File: src/scfl_pkg.sv
// ---------------------------------------------------------------------------
// scfl_pkg
// Shared types, constants and the FNV-1a step for the sampled frame change
// latch.
// ---------------------------------------------------------------------------
package scfl_pkg;

  localparam logic [63:0] FNV_BASIS    = 64'hCBF2_9CE4_8422_2325;
  localparam logic [15:0] STRIDE_RESET = 16'd251;

  localparam logic [1:0] OP_FRAME = 2'd0;
  localparam logic [1:0] OP_REARM = 2'd1;
  localparam logic [1:0] OP_PROBE = 2'd2;

  // One accepted item moving out of the input register.
  typedef struct packed {
    logic       go;
    logic [1:0] opcode;
    logic [7:0] frame_byte;
    logic       last_byte;
  } scfl_step_t;

  // Summary of a frame at its last byte.
  typedef struct packed {
    logic        done;
    logic        skipped;
    logic        nonzero;
    logic [63:0] sig;
  } scfl_frame_end_t;

  // Multiply by the FNV prime 2^40 + 2^8 + 0xb3, as shifts and adds.
  function automatic logic [63:0] fnv_mul(input logic [63:0] x);
    fnv_mul = (x << 40) + (x << 8) + (x << 7) + (x << 5) + (x << 4) + (x << 1) + x;
  endfunction

endpackage

File: src/sampled_frame_change_latch_top.sv
// ---------------------------------------------------------------------------
// sampled_frame_change_latch_top
// Samples framebuffer bytes at a stride, hashes them with FNV-1a and decides
// per frame whether fresh content is latched.
// ---------------------------------------------------------------------------
// Takes one item per clock: every item passes an input register and is
// processed from there by a single pass of stride, hash and decision
// logic, whose answer lands in an output register. Throughput is one item per
// cycle while the output side takes results; a result waiting in the output
// register stalls only an item that itself produces a result. out_valid is
// set from the output register when the item leaves the input register.
// The hash step (a 64-bit multiply by the FNV prime, built as shifts and adds)
// plus the baseline compare sets the cycle time. A result appears for each
// last frame byte and each probe; rearm and unused opcodes give none.
// sample_stride may be written only while the block is idle; zero acts as one.
module sampled_frame_change_latch_top (
  input  logic        clk,
  input  logic        rst_n,
  input  logic        in_valid,
  output logic        in_ready,
  input  logic [1:0]  in_opcode,
  input  logic [7:0]  in_frame_byte,
  input  logic        in_last_byte,
  output logic        out_valid,
  input  logic        out_ready,
  output logic        out_content_latched,
  output logic [63:0] out_frame_signature,
  output logic        out_signature_valid,
  input  logic        cfg_valid,
  output logic        cfg_ready,
  input  logic [15:0] cfg_sample_stride
);

  logic [15:0] stride_r;

  logic        in_valid_r, in_valid_nxt;
  logic [1:0]  op_r;
  logic [7:0]  byte_r;
  logic        last_r;

  logic        out_valid_r, out_valid_nxt;
  logic        latched_r;
  logic [63:0] sig_r;
  logic        sig_ok_r;

  logic        has_result;
  logic        out_free;
  logic        advance;
  logic        is_probe;
  logic        latch_flag;
  logic        got;

  scfl_pkg::scfl_step_t      step;
  scfl_pkg::scfl_frame_end_t frame_end;

  assign cfg_ready = 1'b1;

  always_ff @(posedge clk) begin
    if (!rst_n) begin
      stride_r <= scfl_pkg::STRIDE_RESET;
    end else if (cfg_valid) begin
      stride_r <= cfg_sample_stride;
    end
  end

  // input register
  always_comb begin
    is_probe   = (op_r == scfl_pkg::OP_PROBE);
    has_result = is_probe || ((op_r == scfl_pkg::OP_FRAME) && last_r);
    out_free   = !out_valid_r || out_ready;
    advance    = in_valid_r && (!has_result || out_free);
    in_ready   = !in_valid_r || advance;
    in_valid_nxt = (in_valid && in_ready) ? 1'b1 : (advance ? 1'b0 : in_valid_r);
  end

  always_ff @(posedge clk) begin
    if (!rst_n) begin
      in_valid_r <= 1'b0;
    end else begin
      in_valid_r <= in_valid_nxt;
    end
  end

  always_ff @(posedge clk) begin
    if (in_valid && in_ready) begin
      op_r   <= in_opcode;
      byte_r <= in_frame_byte;
      last_r <= in_last_byte;
    end
  end

  always_comb begin
    step.go         = advance;
    step.opcode     = op_r;
    step.frame_byte = byte_r;
    step.last_byte  = last_r;
  end

  scfl_frame_acc u_frame_acc (
    .clk           (clk),
    .rst_n         (rst_n),
    .step          (step),
    .sample_stride (stride_r),
    .latch_flag    (latch_flag),
    .frame_end     (frame_end)
  );

  scfl_decide u_decide (
    .clk        (clk),
    .rst_n      (rst_n),
    .step       (step),
    .frame_end  (frame_end),
    .latch_flag (latch_flag),
    .got        (got)
  );

  // output register
  always_comb begin
    out_valid_nxt = out_valid_r;
    if (out_ready) begin
      out_valid_nxt = 1'b0;
    end
    if (advance && has_result) begin
      out_valid_nxt = 1'b1;
    end
  end

  always_ff @(posedge clk) begin
    if (!rst_n) begin
      out_valid_r <= 1'b0;
    end else begin
      out_valid_r <= out_valid_nxt;
    end
  end

  always_ff @(posedge clk) begin
    if (advance && has_result) begin
      if (is_probe) begin
        latched_r <= latch_flag;
        sig_r     <= 64'd0;
        sig_ok_r  <= 1'b0;
      end else if (frame_end.skipped) begin
        latched_r <= 1'b1;
        sig_r     <= 64'd0;
        sig_ok_r  <= 1'b0;
      end else begin
        latched_r <= got;
        sig_r     <= frame_end.sig;
        sig_ok_r  <= 1'b1;
      end
    end
  end

  assign out_valid           = out_valid_r;
  assign out_content_latched = latched_r;
  assign out_frame_signature = sig_r;
  assign out_signature_valid = sig_ok_r;

  a_skip_sig_zero: assert property (@(posedge clk) disable iff (!rst_n)
    (out_valid_r && !sig_ok_r) |-> (sig_r == 64'd0))
    else $error("skipped frame or probe carries a signature");

  a_no_overwrite: assert property (@(posedge clk) disable iff (!rst_n)
    (advance && has_result) |-> out_free)
    else $error("result register overwritten before transfer");

endmodule

File: src/scfl_frame_acc.sv
// ---------------------------------------------------------------------------
// scfl_frame_acc
// Walks the bytes of a frame: stride sampling, nonzero tracking and the
// running FNV-1a signature. Reports a frame summary at the last byte.
// ---------------------------------------------------------------------------
module scfl_frame_acc (
  input  logic                      clk,
  input  logic                      rst_n,
  input  scfl_pkg::scfl_step_t      step,
  input  logic [15:0]               sample_stride,
  input  logic                      latch_flag,
  output scfl_pkg::scfl_frame_end_t frame_end
);

  logic        open_r, open_nxt;
  logic        skip_r, skip_nxt;
  logic        nz_r, nz_nxt;
  logic [15:0] pos_r, pos_nxt;
  logic [63:0] sig_r, sig_nxt;

  logic [15:0] stride;
  logic [15:0] pos_eff;
  logic [16:0] pos_inc;
  logic        skip_now;
  logic        sample;
  logic [63:0] sig_upd;
  logic        nz_upd;
  logic [15:0] pos_upd;

  always_comb begin
    stride   = (sample_stride == 16'd0) ? 16'd1 : sample_stride;
    pos_eff  = (pos_r >= stride) ? 16'd0 : pos_r;
    sample   = (pos_eff == 16'd0);
    pos_inc  = {1'b0, pos_eff} + 17'd1;
    pos_upd  = (pos_inc >= {1'b0, stride}) ? 16'd0 : pos_inc[15:0];
    skip_now = open_r ? skip_r : latch_flag;
    sig_upd  = sample ? scfl_pkg::fnv_mul(sig_r ^ {56'd0, step.frame_byte}) : sig_r;
    nz_upd   = nz_r | (sample && (step.frame_byte != 8'd0));
  end

  always_comb begin
    open_nxt = open_r;
    skip_nxt = skip_r;
    nz_nxt   = nz_r;
    pos_nxt  = pos_r;
    sig_nxt  = sig_r;
    if (step.go) begin
      unique case (step.opcode)
        scfl_pkg::OP_FRAME: begin
          if (step.last_byte) begin
            open_nxt = 1'b0;
            skip_nxt = 1'b0;
            nz_nxt   = 1'b0;
            pos_nxt  = 16'd0;
            sig_nxt  = scfl_pkg::FNV_BASIS;
          end else begin
            open_nxt = 1'b1;
            skip_nxt = skip_now;
            if (!skip_now) begin
              nz_nxt  = nz_upd;
              pos_nxt = pos_upd;
              sig_nxt = sig_upd;
            end
          end
        end
        scfl_pkg::OP_REARM: begin
          // abandon any open frame
          open_nxt = 1'b0;
          skip_nxt = 1'b0;
          nz_nxt   = 1'b0;
          pos_nxt  = 16'd0;
          sig_nxt  = scfl_pkg::FNV_BASIS;
        end
        default: begin
        end
      endcase
    end
  end

  always_ff @(posedge clk) begin
    if (!rst_n) begin
      open_r <= 1'b0;
      skip_r <= 1'b0;
      nz_r   <= 1'b0;
      pos_r  <= 16'd0;
      sig_r  <= scfl_pkg::FNV_BASIS;
    end else begin
      open_r <= open_nxt;
      skip_r <= skip_nxt;
      nz_r   <= nz_nxt;
      pos_r  <= pos_nxt;
      sig_r  <= sig_nxt;
    end
  end

  always_comb begin
    frame_end.done    = step.go && (step.opcode == scfl_pkg::OP_FRAME) && step.last_byte;
    frame_end.skipped = skip_now;
    frame_end.nonzero = nz_upd;
    frame_end.sig     = sig_upd;
  end

endmodule

File: src/scfl_decide.sv
// ---------------------------------------------------------------------------
// scfl_decide
// Latch decision at the end of a walked frame: baseline after rearm,
// rebase on an all-zero frame, no latch on a frame equal to the baseline.
// ---------------------------------------------------------------------------
module scfl_decide (
  input  logic                      clk,
  input  logic                      rst_n,
  input  scfl_pkg::scfl_step_t      step,
  input  scfl_pkg::scfl_frame_end_t frame_end,
  output logic                      latch_flag,
  output logic                      got
);

  logic        latch_r, latch_nxt;
  logic        rearmed_r, rearmed_nxt;
  logic        base_ok_r, base_ok_nxt;
  logic [63:0] base_sig_r, base_sig_nxt;
  logic        fall_thru;

  always_comb begin
    latch_nxt    = latch_r;
    rearmed_nxt  = rearmed_r;
    base_ok_nxt  = base_ok_r;
    base_sig_nxt = base_sig_r;
    got          = 1'b0;
    fall_thru    = 1'b0;

    if (rearmed_r) begin
      if (!base_ok_r) begin
        base_sig_nxt = frame_end.sig;
        base_ok_nxt  = 1'b1;
      end else if (!frame_end.nonzero) begin
        base_sig_nxt = frame_end.sig;
      end else if (frame_end.sig != base_sig_r) begin
        rearmed_nxt = 1'b0;
        base_ok_nxt = 1'b0;
        fall_thru   = 1'b1;
      end
    end else begin
      fall_thru = 1'b1;
    end

    if (fall_thru && frame_end.nonzero) begin
      latch_nxt = 1'b1;
      got       = 1'b1;
    end

    // commit only for a walked frame's last byte
    if (!(frame_end.done && !frame_end.skipped)) begin
      latch_nxt    = latch_r;
      rearmed_nxt  = rearmed_r;
      base_ok_nxt  = base_ok_r;
      base_sig_nxt = base_sig_r;
    end

    if (step.go && (step.opcode == scfl_pkg::OP_REARM)) begin
      latch_nxt   = 1'b0;
      rearmed_nxt = 1'b1;
      base_ok_nxt = 1'b0;
    end
  end

  always_ff @(posedge clk) begin
    if (!rst_n) begin
      latch_r    <= 1'b0;
      rearmed_r  <= 1'b0;
      base_ok_r  <= 1'b0;
      base_sig_r <= 64'd0;
    end else begin
      latch_r    <= latch_nxt;
      rearmed_r  <= rearmed_nxt;
      base_ok_r  <= base_ok_nxt;
      base_sig_r <= base_sig_nxt;
    end
  end

  assign latch_flag = latch_r;

  a_latch_excl_rearm: assert property (@(posedge clk) disable iff (!rst_n)
    !(latch_r && rearmed_r))
    else $error("latch and rearm phase both set");

  a_base_in_rearm: assert property (@(posedge clk) disable iff (!rst_n)
    base_ok_r |-> rearmed_r)
    else $error("baseline held outside rearm phase");

  a_rearm_clears: assert property (@(posedge clk) disable iff (!rst_n)
    (step.go && step.opcode == scfl_pkg::OP_REARM) |=> (!latch_r && rearmed_r))
    else $error("rearm did not clear the latch");

endmodule

File: config.mk
export PLATFORM = sky130hd
export DESIGN_NAME = sampled_frame_change_latch_top
export DESIGN_NICKNAME = d
export VERILOG_FILES = /design/src/scfl_pkg.sv /design/src/sampled_frame_change_latch_top.sv /design/src/scfl_frame_acc.sv /design/src/scfl_decide.sv
export SDC_FILE = /design/constraint.sdc
export NUM_CORES = 1
export LEC_CHECK = 0
export ABC_CLOCK_PERIOD_IN_PS = 7400
export BUFFER_PORTS_ARGS = -buffer_cell sky130_fd_sc_hd__clkbuf_2
export CAP_MARGIN = 0
export CELL_PAD_IN_SITES_DETAIL_PLACEMENT = 0
export CELL_PAD_IN_SITES_GLOBAL_PLACEMENT = 1
export CORE_MARGIN = 2
export CORE_UTILIZATION = 50
export DETAILED_ROUTE_END_ITERATION = 6
export PLACE_DENSITY_LB_ADDON = 0.1
export SYNTH_ARGS = -nofsm -noshare
export SYNTH_HDL_FRONTEND = slang
export SYNTH_SLANG_ARGS = --single-unit
export TNS_END_PERCENT = 50
File: constraint.sdc
create_clock -name clk -period 7.4 [get_ports clk]
set_clock_uncertainty 0.2 [all_clocks]
set_input_delay 1.48 -clock clk [delete_from_list [all_inputs] [get_ports clk]]
set_output_delay 1.48 -clock clk [all_outputs]
set_load 0.01 [all_outputs]
==> results.sh <==
export IMPL_cp_data_required_time_ns=7.56
export IMPL_grt_pass1_vias=19750
export IMPL_cts_buffers_inserted=31
export IMPL_synth_fp_nets=3060
export IMPL_num_nets_final=3252
export IMPL_die_area_um2=48710
export IMPL_ys_warn_count=0
export IMPL_ant_nets=0
export IMPL_final_cell_mix="inv_1 (408), nand2_1 (258), fa_1 (237)"
export IMPL_relSlewSlack_pct=20.78
export IMPL_placed_cell_area_um2=25470
export IMPL_rr_startpoint="u_frame_acc.sig_r[14]$_SDFFE_PN0P_"
export IMPL_overflow=0
export IMPL_outcome="complete, no violations"
export IMPL_synth_distinct_cells=97
export IMPL_final_hold_violation_count=0
export IMPL_final_cells=3472
export IMPL_synth_cells=2648
export IMPL_hold_worst_slack_ns=0.2770
export IMPL_setup_viol=0
export IMPL_rsz0062_at_grt="yes"
export IMPL_cts_tree="built"
export IMPL_maxCapViolCount=0
export IMPL_whs_path_depth=2
export IMPL_core_area_um2=46460
export IMPL_cp_max_fo=9
export IMPL_max_freq_mhz=135.6
export IMPL_cts_sinks=245
export IMPL_postRouteWirelength_um=81060
export IMPL_final_area_um2=27050
export IMPL_ys_seq_elements=245
export IMPL_antenna_found_initial=1
export IMPL_period_share_pct=99.65
export IMPL_dr_pass1_iters=6
export IMPL_die_width_um=220.7
export IMPL_layout_commonest_cell="inv_1"
export IMPL_drt_initial_drc_count=1652
export IMPL_dp_cells=3395
export IMPL_die_y_um=220.7
export IMPL_worstSetupStartpoint="u_frame_acc.sig_r[14]$_SDFFE_PN0P_"
export IMPL_initial_core_util_pct=50.54
export IMPL_synth_main_ff_cell="dfxtp_1"
export IMPL_dp_hpwl_um=64850
export IMPL_area_growth_syn_to_layout_pct=15.20
export IMPL_clk_latency_ns=0.63
export IMPL_grt_pass1_wl_um=122100
export IMPL_syn_cell_area_um2=23480
export IMPL_rows=79
export IMPL_grt_max_degree=76
export IMPL_startpoint_type="register"
export IMPL_ys_seq_area_share_pct=24.17
export IMPL_pin_count=101
export IMPL_drc=0
export IMPL_r2r_cells=25
export IMPL_vias_per_cell=5.834
export IMPL_n_antenna_cell=0
export IMPL_cts_clk_slew_worst_paths_ns=0.06
export IMPL_drive_gt1_share_pct=14.80
export IMPL_arrival_ns=7.54
export IMPL_critPathCaptureType="register"
export IMPL_port_buffers=99
export IMPL_synthArstFlopShare_pct=0
export IMPL_cts_buffer_depth=3
export IMPL_tightestPinTransition_ns=1.188
export IMPL_slew_violations=0
export IMPL_synth_edf_count=77
export IMPL_hold_buffers=0
export IMPL_grtUsageTotal_pct=33.71
export IMPL_hold_path_class="reg2reg"
export IMPL_vias=20260
export IMPL_gp_congestion=0.9858
export IMPL_fin_crit_ns=7.374
export IMPL_htreeDepth=1
export IMPL_critPathKind="reg2reg"
export IMPL_cts_root_buf="clkbuf_16"
export IMPL_synth_avg_cell_area_um2=8.867
export IMPL_wl_per_cell_um=23.35
export IMPL_hp_start="stride_r[0]$_SDFFE_PN1P_"
[registers in the layout, indices dropped and copies added, names as in the netlist, 2 cells and up]
signal,cells
u_frame_acc.sig_r,64
u_frame_acc.pos_r,16
byte_r,8
stride_r,16
u_decide.base_sig_r,64
op_r,2
out_frame_signature,64
[Yosys cell counts, types with 12 or more instances]
library cell | n | area (um^2)
nand4_1 | 41 | 256.5
mux2i_1 | 19 | 190.2
edfxtp_1 | 77 | 2312
ha_1 | 140 | 1752
a211oi_1 | 12 | 90.09
a21boi_0 | 14 | 105.1
a21o_1 | 18 | 135.1
and2_1 | 55 | 344.1
a22oi_1 | 12 | 90.09
a21oi_1 | 140 | 700.7
o22ai_1 | 50 | 312.8
o211ai_1 | 24 | 180.2
nand3_1 | 21 | 105.1
xor2_1 | 79 | 691.9
inv_1 | 419 | 1573
nand2_1 | 262 | 983.4
clkbuf_1 | 81 | 304.0
nor2_1 | 181 | 679.4
o21ai_1 | 15 | 75.07
nor3_1 | 33 | 165.2
buf_2 | 14 | 70.07
nor2b_1 | 28 | 175.2
a31oi_1 | 12 | 75.07
fa_1 | 240 | 4805
o21ai_0 | 93 | 465.5
dfxtp_1 | 168 | 3363
o31ai_1 | 18 | 135.1
o21a_1 | 22 | 165.2
nor4_1 | 23 | 143.9
o211a_1 | 51 | 510.5
xnor2_1 | 94 | 823.3
[final timing paths]
check / slack, ns / end
hold / removal: 0.28 / stride_r[0]$_SDFFE_PN1P_
setup reg to reg: 0.03 / out_content_latched$_DFFE_PP_
setup / recovery: 0.03 / out_content_latched$_DFFE_PP_
hold reg to reg: 0.28 / stride_r[0]$_SDFFE_PN1P_
[per-stage QoR]
stage,util [%],setup TNS [ns],setup slack [ns]
6_report,58.23,0,0.02623
5_1_grt,58.23,-0.1255,-0.1255
4_1_cts,57.30,0,0.01858
3_5_place_dp,54.83,-1.090,-0.5070
3_3_place_gp,54.83,-1.098,-0.4957
2_1_floorplan,-,0,0.5432
[area by class of cell]
| cell class | instances | area (um^2) |
|---|---|---|
| Multi-Input combinational cell | 1862 | 16000 |
| Timing Repair Buffer | 279 | 1932 |
| Fill cell | 4220 | 19410 |
| Inverter | 421 | 1607 |
| Clock buffer | 40 | 819.5 |
| Clock inverter | 18 | 246.5 |
| Sequential cell | 245 | 5682 |
| Tap cell | 607 | 759.5 |
[logic make-up (layout without fill, tap and decap cells)]
| kind of cell | Yosys count | after routing | synth area share (%) |
|---|---|---|---|
| and+or+nand+nor | 705 | 705 | 14.08 |
| xor gates and xnor gates | 176 | 176 | 6.762 |
| DFF | 245 | 245 | 24.17 |
| buffers and inverters | 541 | 758 | 9.032 |
| muxes | 20 | 20 | 0.8579 |
| other | 1 | 1 | 0.01597 |
| adders and majority gates | 385 | 385 | 28.14 |
| AOI/OAI and AO/OA | 575 | 575 | 16.95 |
[critical path, stage by stage, from the launching register on]
cell and delay [ns]:
dfxtp_1 0.40, clkinvlp_4 0.31, buf_4 0.25, fa_1 0.53
inv_1 0.05, fa_1 0.48, inv_1 0.06, fa_1 0.48
inv_1 0.04, ha_1 0.28, ha_1 0.41, nand2_1 0.19
o21a_1 0.22, a2bb2oi_1 0.26, o211ai_1 0.28, or3_4 0.53
buf_4 0.17, a211o_1 0.23, nand4_1 0.26, o311ai_0 0.21
nor3_1 0.16, nand4_1 0.18, nor4bb_4 0.34, buf_4 0.16
a31oi_1 0.10, o32a_1 0.30
[what timing repair did]
| action | 4_1_cts | 5_1_grt |
|---|---|---|
| setup endpoints to repair | 4 | 4 |
| pin swaps | 2 | 16 |
| buffers inserted | 1 | 18 |
| resized for setup | 15 | 53 |
| cloned | 0 | 0 |
[routing by layer]
metal	track usage [%]	routed length, um
met4	12.16	3386
met1	46.89	35450
met5	0	0
met3	4.247	5420
met2	54.03	36800
Power is not shown: default switching activity piles up to over one toggle a cycle in this logic, so the estimate is an artifact.
